==> config.mk <==
export PLATFORM = sky130hd
export DESIGN_NAME = bdb_ctrl
export DESIGN_NICKNAME = d
export VERILOG_FILES = /design/src/bdb_pkg.sv /design/src/bdb_ctrl.sv
export SDC_FILE = /design/constraint.sdc
export NUM_CORES = 1
export LEC_CHECK = 0
export ABC_AREA = 1
export BUFFER_PORTS_ARGS = -buffer_cell sky130_fd_sc_hd__buf_2
export CORE_MARGIN = 2
export CORE_UTILIZATION = 41
export DETAILED_ROUTE_END_ITERATION = 10
export GPL_ROUTABILITY_DRIVEN = 1
export HOLD_SLACK_MARGIN = 0.06
export MAX_ROUTING_LAYER = met4
export SLEW_MARGIN = 30
export SYNTH_ARGS = -nofsm -noshare
export SYNTH_HDL_FRONTEND = slang
export SYNTH_SLANG_ARGS = --single-unit
==> constraint.sdc <==
create_clock -name clk -period 4.4 [get_ports clk]
set_clock_uncertainty 0.05 [all_clocks]
set_input_delay 0.66 -clock clk [delete_from_list [all_inputs] [get_ports clk]]
set_output_delay 0.66 -clock clk [all_outputs]
set_load 0.05 [all_outputs]
==> src/bdb_pkg.sv <==
// ----------------------------------------------------------------------------
// bdb_pkg
// Shared types, constants and codes for the B-spline de Boor evaluator.
// ----------------------------------------------------------------------------
package bdb_pkg;

    localparam int MAX_POINTS = 64;
    localparam int MAX_DEGREE = 7;
    localparam int FRAC_BITS  = 16;
    localparam int KNOT_DEPTH = MAX_POINTS + MAX_DEGREE + 1;

    localparam logic [16:0] ONE_FX = 17'h10000;

    localparam logic [2:0] ACT_BUILD  = 3'd0;
    localparam logic [2:0] ACT_APPEND = 3'd1;
    localparam logic [2:0] ACT_SET    = 3'd2;
    localparam logic [2:0] ACT_KNOT   = 3'd3;
    localparam logic [2:0] ACT_EVAL   = 3'd4;
    localparam logic [2:0] ACT_INSERT = 3'd5;

    localparam logic [2:0] ST_OK      = 3'd0;
    localparam logic [2:0] ST_FULL    = 3'd1;
    localparam logic [2:0] ST_RANGE   = 3'd2;
    localparam logic [2:0] ST_OUTSIDE = 3'd3;
    localparam logic [2:0] ST_BAD_CFG = 3'd4;

    localparam logic [1:0] CFG_DEGREE = 2'd0;
    localparam logic [1:0] CFG_TARGET = 2'd1;

    typedef struct packed {
        logic [2:0]         action;
        logic [6:0]         item_index;
        logic signed [31:0] point_x;
        logic signed [31:0] point_y;
        logic [23:0]        knot_value;
        logic [23:0]        eval_position;
    } item_t;

    typedef struct packed {
        logic signed [31:0] out_x;
        logic signed [31:0] out_y;
        logic [2:0]         status;
        logic [6:0]         points_held;
        logic [6:0]         knots_held;
        logic               complete;
    } result_t;

    typedef enum logic [1:0] {KW_BUILD, KW_IN, KW_NK, KW_RD} kw_sel_t;
    typedef enum logic [1:0] {PW_IN, PW_RD, PW_BLEND} pw_sel_t;
    typedef enum logic {SW_PT, SW_BLEND} sw_sel_t;
    typedef enum logic [1:0] {MUL_XA, MUL_XB, MUL_YA, MUL_YB} mul_sel_t;

    typedef struct packed {
        logic       in_ld;
        logic [6:0] k_raddr;
        logic       k_we;
        logic [6:0] k_waddr;
        kw_sel_t    k_wsel;
        logic [5:0] p_raddr;
        logic       p_we;
        logic [5:0] p_waddr;
        pw_sel_t    p_wsel;
        logic [2:0] s_raddr;
        logic       s_we;
        logic [2:0] s_waddr;
        sw_sel_t    s_wsel;
        logic       t0_ld;
        logic       nk_ld;
        logic       div_start;
        logic       a_ld;
        logic       b_ld;
        logic       op_src_pt;
        mul_sel_t   mul_sel;
        logic       acc_ld;
        logic       add_x;
        logic       add_y;
        logic       pc_inc;
        logic       pc_clr;
        logic       kc_inc;
        logic       kc_build;
        logic       out_ld;
        logic [2:0] out_status;
        logic       out_res;
    } cmd_t;

    typedef struct packed {
        logic [2:0] action;
        logic [6:0] idx;
        logic [2:0] degree;
        logic [6:0] target;
        logic [6:0] pc;
        logic [6:0] kc;
        logic       kgt;
        logic       div_busy;
        logic       out_free;
    } stat_t;

endpackage

==> src/bdb_ctrl.sv <==
// ----------------------------------------------------------------------------
// bdb_ctrl
// Sequencer: checks, store walks, de Boor triangle and Boehm insertion steps.
// ----------------------------------------------------------------------------
module bdb_ctrl (
    input  logic           clk,
    input  logic           rst_n,
    input  logic           item_valid,
    output logic           item_stall,
    input  bdb_pkg::stat_t st,
    output bdb_pkg::cmd_t  cmd
);

    typedef enum logic [26:0] {
        S_IDLE     = 27'd1 << 0,
        S_DISP     = 27'd1 << 1,
        S_BUILD    = 27'd1 << 2,
        S_SRCH_RD  = 27'd1 << 3,
        S_SRCH_CMP = 27'd1 << 4,
        S_LD_RD    = 27'd1 << 5,
        S_LD_WR    = 27'd1 << 6,
        S_T0       = 27'd1 << 7,
        S_T1       = 27'd1 << 8,
        S_DIV      = 27'd1 << 9,
        S_OPA      = 27'd1 << 10,
        S_OPB      = 27'd1 << 11,
        S_DIVW     = 27'd1 << 12,
        S_BL1      = 27'd1 << 13,
        S_BL2      = 27'd1 << 14,
        S_BL3      = 27'd1 << 15,
        S_BL4      = 27'd1 << 16,
        S_BL5      = 27'd1 << 17,
        S_WB       = 27'd1 << 18,
        S_INS_T0   = 27'd1 << 19,
        S_INS_T1   = 27'd1 << 20,
        S_PS_RD    = 27'd1 << 21,
        S_PS_WR    = 27'd1 << 22,
        S_KS_RD    = 27'd1 << 23,
        S_KS_WR    = 27'd1 << 24,
        S_KNK      = 27'd1 << 25,
        S_FIN      = 27'd1 << 26
    } state_t;

    state_t     state_reg, state_next;
    logic [6:0] i_reg, i_next;
    logic [6:0] j_reg, j_next;
    logic [2:0] r_reg, r_next;
    logic [2:0] s_reg, s_next;
    logic [2:0] st_reg, st_next;
    logic       res_reg, res_next;

    logic [7:0] d8, i8, j8, s8, r8, h8, pc8, kc8, n8, jj8, t0a8, t1a8;
    logic       is_eval;

    always_comb
    begin
        d8      = {5'd0, st.degree};
        i8      = {1'b0, i_reg};
        j8      = {1'b0, j_reg};
        s8      = {5'd0, s_reg};
        r8      = {5'd0, r_reg};
        h8      = {1'b0, st.idx};
        pc8     = {1'b0, st.pc};
        kc8     = {1'b0, st.kc};
        n8      = {1'b0, st.target};
        jj8     = i8 - 8'd1;
        is_eval = (st.action == bdb_pkg::ACT_EVAL);
        t0a8    = is_eval ? j8 - d8 + s8 : i8;
        t1a8    = is_eval ? j8 + s8 + 8'd1 - r8 : i8 + d8;

        cmd        = '0;
        state_next = state_reg;
        i_next     = i_reg;
        j_next     = j_reg;
        r_next     = r_reg;
        s_next     = s_reg;
        st_next    = st_reg;
        res_next   = res_reg;

        unique case (state_reg)
            S_IDLE:
            begin
                if (item_valid)
                begin
                    cmd.in_ld  = 1'b1;
                    state_next = S_DISP;
                end
            end
            S_DISP:
            begin
                res_next   = 1'b0;
                st_next    = bdb_pkg::ST_OK;
                state_next = S_FIN;
                unique case (st.action)
                    bdb_pkg::ACT_BUILD:
                    begin
                        if (st.degree == 3'd0 || n8 < 8'd2
                            || n8 > 8'(bdb_pkg::MAX_POINTS) || n8 < d8 + 8'd1)
                            st_next = bdb_pkg::ST_BAD_CFG;
                        else
                        begin
                            i_next     = '0;
                            state_next = S_BUILD;
                        end
                    end
                    bdb_pkg::ACT_APPEND:
                    begin
                        if (st.pc >= st.target || pc8 >= 8'(bdb_pkg::MAX_POINTS))
                            st_next = bdb_pkg::ST_FULL;
                        else
                        begin
                            cmd.p_we    = 1'b1;
                            cmd.p_waddr = st.pc[5:0];
                            cmd.p_wsel  = bdb_pkg::PW_IN;
                            cmd.pc_inc  = 1'b1;
                        end
                    end
                    bdb_pkg::ACT_SET:
                    begin
                        if (st.idx >= st.pc)
                            st_next = bdb_pkg::ST_RANGE;
                        else
                        begin
                            cmd.p_we    = 1'b1;
                            cmd.p_waddr = st.idx[5:0];
                            cmd.p_wsel  = bdb_pkg::PW_IN;
                        end
                    end
                    bdb_pkg::ACT_KNOT:
                    begin
                        cmd.k_waddr = st.idx;
                        cmd.k_wsel  = bdb_pkg::KW_IN;
                        if (st.idx < st.kc)
                            cmd.k_we = 1'b1;
                        else if (st.idx == st.kc && kc8 < 8'(bdb_pkg::KNOT_DEPTH))
                        begin
                            cmd.k_we   = 1'b1;
                            cmd.kc_inc = 1'b1;
                        end
                        else
                            st_next = bdb_pkg::ST_RANGE;
                    end
                    bdb_pkg::ACT_EVAL:
                    begin
                        if (st.degree == 3'd0)
                            st_next = bdb_pkg::ST_BAD_CFG;
                        else if (kc8 <= 8'd1)
                            st_next = bdb_pkg::ST_OUTSIDE;
                        else
                        begin
                            i_next     = 7'd1;
                            state_next = S_SRCH_RD;
                        end
                    end
                    bdb_pkg::ACT_INSERT:
                    begin
                        if (st.degree == 3'd0)
                            st_next = bdb_pkg::ST_BAD_CFG;
                        else if (h8 < d8 || h8 + 8'd1 >= pc8 || h8 + d8 >= kc8)
                            st_next = bdb_pkg::ST_RANGE;
                        else if (pc8 >= 8'(bdb_pkg::MAX_POINTS)
                                 || kc8 >= 8'(bdb_pkg::KNOT_DEPTH))
                            st_next = bdb_pkg::ST_FULL;
                        else
                        begin
                            cmd.k_raddr = st.idx;
                            state_next  = S_INS_T0;
                        end
                    end
                    default:
                        st_next = bdb_pkg::ST_OK;
                endcase
            end
            S_BUILD:
            begin
                cmd.k_we    = 1'b1;
                cmd.k_waddr = i_reg;
                cmd.k_wsel  = bdb_pkg::KW_BUILD;
                if (i8 == n8 + d8)
                begin
                    cmd.kc_build = 1'b1;
                    cmd.pc_clr   = 1'b1;
                    state_next   = S_FIN;
                end
                else
                    i_next = i_reg + 7'd1;
            end
            S_SRCH_RD:
            begin
                cmd.k_raddr = i_reg;
                state_next  = S_SRCH_CMP;
            end
            S_SRCH_CMP:
            begin
                if (st.kgt)
                begin
                    j_next = jj8[6:0];
                    if (jj8 < d8 || jj8 + d8 >= kc8)
                    begin
                        st_next    = bdb_pkg::ST_OUTSIDE;
                        state_next = S_FIN;
                    end
                    else if (jj8 >= pc8)
                    begin
                        st_next    = bdb_pkg::ST_RANGE;
                        state_next = S_FIN;
                    end
                    else
                    begin
                        s_next     = '0;
                        state_next = S_LD_RD;
                    end
                end
                else if (i8 + 8'd1 >= kc8)
                begin
                    st_next    = bdb_pkg::ST_OUTSIDE;
                    state_next = S_FIN;
                end
                else
                begin
                    i_next     = i_reg + 7'd1;
                    state_next = S_SRCH_RD;
                end
            end
            S_LD_RD:
            begin
                cmd.p_raddr = t0a8[5:0];
                state_next  = S_LD_WR;
            end
            S_LD_WR:
            begin
                cmd.s_we    = 1'b1;
                cmd.s_waddr = s_reg;
                cmd.s_wsel  = bdb_pkg::SW_PT;
                if (s_reg == st.degree)
                begin
                    r_next     = 3'd1;
                    s_next     = st.degree;
                    state_next = S_T0;
                end
                else
                begin
                    s_next     = s_reg + 3'd1;
                    state_next = S_LD_RD;
                end
            end
            S_T0:
            begin
                cmd.k_raddr = t0a8[6:0];
                state_next  = S_T1;
            end
            S_T1:
            begin
                cmd.t0_ld   = 1'b1;
                cmd.k_raddr = t1a8[6:0];
                state_next  = S_DIV;
            end
            S_DIV:
            begin
                cmd.div_start = 1'b1;
                cmd.s_raddr   = s_reg - 3'd1;
                cmd.p_raddr   = i_reg[5:0] - 6'd1;
                state_next    = S_OPA;
            end
            S_OPA:
            begin
                cmd.a_ld      = 1'b1;
                cmd.op_src_pt = !is_eval;
                cmd.s_raddr   = s_reg;
                cmd.p_raddr   = i_reg[5:0];
                state_next    = S_OPB;
            end
            S_OPB:
            begin
                cmd.b_ld      = 1'b1;
                cmd.op_src_pt = !is_eval;
                state_next    = S_DIVW;
            end
            S_DIVW:
            begin
                if (!st.div_busy)
                    state_next = S_BL1;
            end
            S_BL1:
            begin
                cmd.mul_sel = bdb_pkg::MUL_XA;
                state_next  = S_BL2;
            end
            S_BL2:
            begin
                cmd.mul_sel = bdb_pkg::MUL_XB;
                cmd.acc_ld  = 1'b1;
                state_next  = S_BL3;
            end
            S_BL3:
            begin
                cmd.mul_sel = bdb_pkg::MUL_YA;
                cmd.add_x   = 1'b1;
                state_next  = S_BL4;
            end
            S_BL4:
            begin
                cmd.mul_sel = bdb_pkg::MUL_YB;
                cmd.acc_ld  = 1'b1;
                state_next  = S_BL5;
            end
            S_BL5:
            begin
                cmd.add_y  = 1'b1;
                state_next = S_WB;
            end
            S_WB:
            begin
                if (is_eval)
                begin
                    cmd.s_we    = 1'b1;
                    cmd.s_waddr = s_reg;
                    cmd.s_wsel  = bdb_pkg::SW_BLEND;
                    if (s_reg == r_reg)
                    begin
                        if (r_reg == st.degree)
                        begin
                            res_next   = 1'b1;
                            state_next = S_FIN;
                        end
                        else
                        begin
                            r_next     = r_reg + 3'd1;
                            s_next     = st.degree;
                            state_next = S_T0;
                        end
                    end
                    else
                    begin
                        s_next     = s_reg - 3'd1;
                        state_next = S_T0;
                    end
                end
                else
                begin
                    cmd.p_we    = 1'b1;
                    cmd.p_waddr = i_reg[5:0];
                    cmd.p_wsel  = bdb_pkg::PW_BLEND;
                    if (i8 == h8 - d8 + 8'd1)
                    begin
                        i_next     = st.kc;
                        state_next = S_KS_RD;
                    end
                    else
                    begin
                        i_next     = i_reg - 7'd1;
                        state_next = S_T0;
                    end
                end
            end
            S_INS_T0:
            begin
                cmd.t0_ld   = 1'b1;
                cmd.k_raddr = st.idx + 7'd1;
                state_next  = S_INS_T1;
            end
            S_INS_T1:
            begin
                cmd.nk_ld  = 1'b1;
                i_next     = st.pc;
                state_next = S_PS_RD;
            end
            S_PS_RD:
            begin
                cmd.p_raddr = i_reg[5:0] - 6'd1;
                state_next  = S_PS_WR;
            end
            S_PS_WR:
            begin
                cmd.p_we    = 1'b1;
                cmd.p_waddr = i_reg[5:0];
                cmd.p_wsel  = bdb_pkg::PW_RD;
                if (i8 == h8 + 8'd1)
                begin
                    i_next     = st.idx;
                    state_next = S_T0;
                end
                else
                begin
                    i_next     = i_reg - 7'd1;
                    state_next = S_PS_RD;
                end
            end
            S_KS_RD:
            begin
                cmd.k_raddr = i_reg - 7'd1;
                state_next  = S_KS_WR;
            end
            S_KS_WR:
            begin
                cmd.k_we    = 1'b1;
                cmd.k_waddr = i_reg;
                cmd.k_wsel  = bdb_pkg::KW_RD;
                if (i8 == h8 + 8'd2)
                    state_next = S_KNK;
                else
                begin
                    i_next     = i_reg - 7'd1;
                    state_next = S_KS_RD;
                end
            end
            S_KNK:
            begin
                cmd.k_we    = 1'b1;
                cmd.k_waddr = st.idx + 7'd1;
                cmd.k_wsel  = bdb_pkg::KW_NK;
                cmd.pc_inc  = 1'b1;
                cmd.kc_inc  = 1'b1;
                state_next  = S_FIN;
            end
            S_FIN:
            begin
                if (st.out_free)
                begin
                    cmd.out_ld     = 1'b1;
                    cmd.out_status = st_reg;
                    cmd.out_res    = res_reg;
                    state_next     = S_IDLE;
                end
            end
            default:
                state_next = S_IDLE;
        endcase
    end

    always_ff @(posedge clk or negedge rst_n)
    begin
        if (!rst_n)
        begin
            state_reg <= S_IDLE;
            i_reg     <= '0;
            j_reg     <= '0;
            r_reg     <= '0;
            s_reg     <= '0;
            st_reg    <= '0;
            res_reg   <= 1'b0;
        end
        else
        begin
            state_reg <= state_next;
            i_reg     <= i_next;
            j_reg     <= j_next;
            r_reg     <= r_next;
            s_reg     <= s_next;
            st_reg    <= st_next;
            res_reg   <= res_next;
        end
    end

    assign item_stall = (state_reg != S_IDLE);

endmodule
* Yosys cells after proc, flatten, opt, wreduce, memory -nomap -nowiden *
Cells that the tools add are included.

word-level totals
  flip-flop bits (word level) = 51
  input bits = 40
  output and inout port bits = 62
  logic and storage cells = 250

cells by class
  $add $sub $neg = 23
  order comparisons = 17
  equal/unequal tests = 65
  muxes and demuxes = 110
  reduce and logical (&&, ||, !) cells = 28

operators with widths
  kind                    count
  $pmux W27 S27           1
  $mux W27                17
  $mux W7                 16
  $pmux W27 S3            1
  $mux W3                 20
  $pmux W7 S7             1
  $pmux W7 S6             1
  $ge A8 B7 Y1            5
  $pmux W10 S4            1
  $ne A2 B2 Y1 const B    17
  $eq A7 B8 Y1            4
  $eq A27 B1 Y1 const B   1
  $eq A27 B10 Y1 const B  1
  $eq A27 B11 Y1 const B  1
  $eq A27 B12 Y1 const B  1
  $eq A27 B13 Y1 const B  1
  $eq A27 B14 Y1 const B  1
  $eq A27 B15 Y1 const B  1
  $eq A27 B16 Y1 const B  1
  $eq A27 B17 Y1 const B  1
  $eq A27 B18 Y1 const B  1
  $eq A27 B19 Y1 const B  1
  $eq A27 B2 Y1 const B   1
  $eq A27 B20 Y1 const B  1
  81 further kinds        146

* Depth between registers and ports, before layout *
  word-level depth = 8
  gate-level depth with buffers = 27

* Worst setup path before layout *
Ideal clock, no wire load.

  path type = input -> output
  from = input port st[26] (netlist bit)
  to = output port cmd[53] (netlist bit)
  arrival = 3.707 ns
  data required time = 3.690 ns
  path slack = -0.017 ns
  cell stages on the path = 14
  path buffers = 0
  cell sequence = inv_1 -> ha_1 -> inv_1 -> a21oi_1 -> nand2_1 -> nand2_1 -> xor2_1 -> ha_1 -> a21oi_1 -> nand3b_1 -> nand4_1 -> nor2_1 -> nand3_1 -> o21ai_0

RTL lines
  element      RTL line        RTL
  from (decl)  bdb_ctrl.sv:10  input bdb_pkg::stat_t st,
  to (decl)    bdb_ctrl.sv:11  output bdb_pkg::cmd_t cmd

==> flow_summary.yaml <==
status:
  status: "finished clean"
power_and_ir_drop:
  powerDensity_nw_per_um2: 262.0
  pwr-share-comb_pct: 62.9
  p_seq_share_pct: 21.4
  leakage_uw: 0.005326
  total_power_uw: 2563
  clkPwrFrac_pct: 15.7
  p_sw_share_pct: 50.97
  p_int_uw: 1257
  ir_drop_mv: 0.1441
  switchingPower_uw: 1306
yosys:
  yosys_warnings: 0
  synth_edf_count: 0
  synth_compound_area_share_pct: 12.90
  syn_avg_cell_area_um2: 6.468
  yosys-mux-area-fraction_pct: 0
  synthCells: 1333
  synth_top_family_by_area: "simple AND/OR/NAND/NOR gates"
  syn-num-nets: 1495
  ys_seq_area_share_pct: 14.82
  netlist_area_um2: 8622
  ys_async_sr_fraction_pct: 100.0
  synth_xor_area_share_pct: 6.995
  yosys.area_share.simple_pct: 35.47
  ys_dominant_reg_cell: "dfrtp_1"
  ys_ff_latch: 51
  synth_fa_ha_area_share_pct: 18.66
  yosys.cell_types.count: 59
placed_design:
  port_buffers: 101
  placed_cells: 1727
  dpl.hpwl_um: 28270
  finalWeightedCongestion: 1.017
layout:
  multiInputGateArea_um2: 6387
  n_antenna_cell: 0
  stdcell_count: 1735
  fillers: 2248
  final_net_count: 1621
  regArea_um2: 1277
  final_common_cell: "nand2_1"
  final_core_util_pct: 46.97
  final_cell_mix: "nand2_1, inv_1, nor2_1"
  drive_above_1_share_pct: 15.34
  syn_to_final_growth_pct: 13.44
  largest_reg_flops: 27
cts:
  clockRootBuffer: "clkbuf_16"
  clkSinkCount: 51
  cts-htree-levels: 2
  hold_buffers: 0
  path_clk_slew_ns: 0.07
  clk_path_buf_depth: 2
  clock_latency_ns: 0.30
  cts_made_buffers: 5
  cts_tree: "yes"
global_route:
  overflow: 0
  grt_pass1_vias: 8933
  grt_use_total_pct: 31.86
  grt_pass1_wl_um: 51920
  antenna_found_initial: 0
  grt_max_degree: 39
drt:
  routed_wl_um: 34100
  detail_route.first_pass.iterations: 5
  viasPerCell: 5.526
  routedWlPerCell_um: 19.66
  vias: 9587
  drc: 0
  drt_iter0_drc: 774
  antenna_left: 0
critical_path:
  slowest_delay_ns: 0.31
  critical_path_class: "primary input to output port"
  worst_path_max_delay_cell: "ha_1"
  crit_required_ns: 3.69
  reg2reg_from: "i_reg[1]$_DFFE_PN0P_"
  r2r_slack_ns: 0.77
  cp_cell_sequence: "buf_2 > inv_1 > ha_1 > inv_1 > nand3_1 > nand2_1 > nand2_1 > xor2_1 > ha_1 > a21oi_1 > nand3b_1 > nand4_1 > nor2_1 > nand3_1 > buf_4 > o21ai_0 > buf_2"
  r2r.worst_path.cells: 22
  critPathCaptureType: "output port"
  reg2reg_to: "s_reg[1]$_DFFE_PN0P_"
  cp.arrival_ns: 3.54
  path_max_fanout: 7
  crit_path_start_kind: "primary input"
floorplan:
  die_area_um2: 22210
  die_h_um: 149.0
  io-pin-count: 102
  row_count: 53
  die_w_um: 149.0
  initial_utilization_pct: 41.41
  core_um2: 20820
run:
  drv_cap: 0
sta:
  hold_viol_final: 0
  worst_pin_slew_ns: 0.6273
  setup_viol: 0
  slew_headroom_pct: 58.14
  fmax_ghz: 0.2355
  slew_viol_final: 0
  finalCritPeriodShare_pct: 96.51
  min_period_ns: 4.246
min_path:
  hold_path.class: "primary input to asynchronous set/reset pin"
## logic make-up (layout without fill, tap and decap cells)
logic type	Yosys count	count (layout)
buf+inv	240	367
xor+xnor	65	65
fa+ha+maj	122	122
compound gates	188	188
simple gates	667	667
flops	51	51
## Yosys cell counts, types with 2 or more instances
cell type  count  area (um^2)
nor3_4         2        32.53
ha_1         111         1389
xnor2_1       33        289.0
nand2_2        9        56.30
nor4_1         5        31.28
o21ai_1       12        60.06
a31oi_1        6        37.54
nand3_1       98        490.5
nand3b_1       2        15.01
buf_2          6        30.03
inv_2         15        56.30
o211ai_1       8        60.06
a21boi_0       2        15.01
nand2_4        3        33.78
o2111ai_1      2        17.52
nor2_1       133        499.2
a211oi_1       2        15.01
buf_6          4        45.04
inv_1        199        747.0
nand3_2        4        40.04
nor2_2        12        75.07
nor2_4        10        112.6
buf_4          6        45.04
fa_1          11        220.2
or2_2          6        37.54
clkinv_1       3        11.26
o21ai_0       52        260.3
nor3_1        25        125.1
o22ai_1       15        93.84
a21oi_1       59        295.3
a21o_1         2        15.01
nor3_2         2        20.02
clkbuf_1       6        22.52
nand4_1       38        237.7
xor2_1        29        254.0
nand2_1      313         1175
o221ai_1      15        131.4
dfrtp_1       50         1251
o21a_1         3        22.52
## through the flow
step	hold WS (ns)	setup TNS (ns)	area (um^2)	worst slack (ns)
3_3_place_gp	0.4212	0	9629	0.2872
2_1_floorplan	0.3144	-0.03321	8622	-0.01660
5_1_grt	0.2175	-0.01363	9781	-0.01363
3_5_place_dp	0.4230	0	9629	0.2078
4_1_cts	0.2063	0	9773	0.2033
6_report	0.1920	0	9781	0.1537
## power by group through the flow
stage	Clock (uW)	Combinational [uW]	Sequential (uW)
5_1_grt	422	1810	554
3_5_place_dp	0	1590	557
3_3_place_gp	0	1580	555
2_1_floorplan	0	1150	545
6_report	403	1610	549
4_1_cts	406	1600	548
## routing by layer
layer  part of all wire, %  global-route usage (%)  vias to the layer above
li1                      -                       -                     4636
met1                    42                   41.31                     4449
met2                    46                   51.36                      427
met3                   8.6                   5.076                       75
met4                   3.6                   9.429                        0
met5                     0                       -                        -
## worst max-delay path by stage
| stage | startpoint | to | slack, ns | depth (start not counted) |
|---|---|---|---|---|
| after floorplan | st[26] | cmd[53] | -0.02 | 14 |
| after global placement | st[25] | cmd[56] | 0.29 | 18 |
| final | st[25] | cmd[54] | 0.15 | 17 |
| after global routing | st[25] | cmd[53] | -0.01 | 17 |
| after CTS | st[25] | cmd[54] | 0.20 | 17 |
| after detailed placement | st[25] | cmd[54] | 0.21 | 17 |
## layout make-up
| type | instances | share of cell area (%) |
|---|---|---|
| multi-input combinational | 1042 | 65.31 |
| sequential | 51 | 13.06 |
| inverter | 218 | 8.379 |
| timing repair buffer | 141 | 8.264 |
| tap | 275 | 3.518 |
| clock inverter | 3 | 0.1919 |
| clock buffer | 5 | 1.279 |
## critical path, delay by kind of cell
kind | cells | cell delay (ns)
AND/OR/NAND/NOR | 7 | 0.87
adder cells (fa/ha/maj) | 2 | 0.61
XOR/XNOR | 1 | 0.14
AO/OA/AOI/OAI | 2 | 0.33
buffers and inverters | 5 | 0.92
## what timing repair did
item	in CTS	in global routing
buffers inserted	0	0
setup endpoints to repair	0	2
resized for setup	0	2
(Power assumes the default switching activity.)
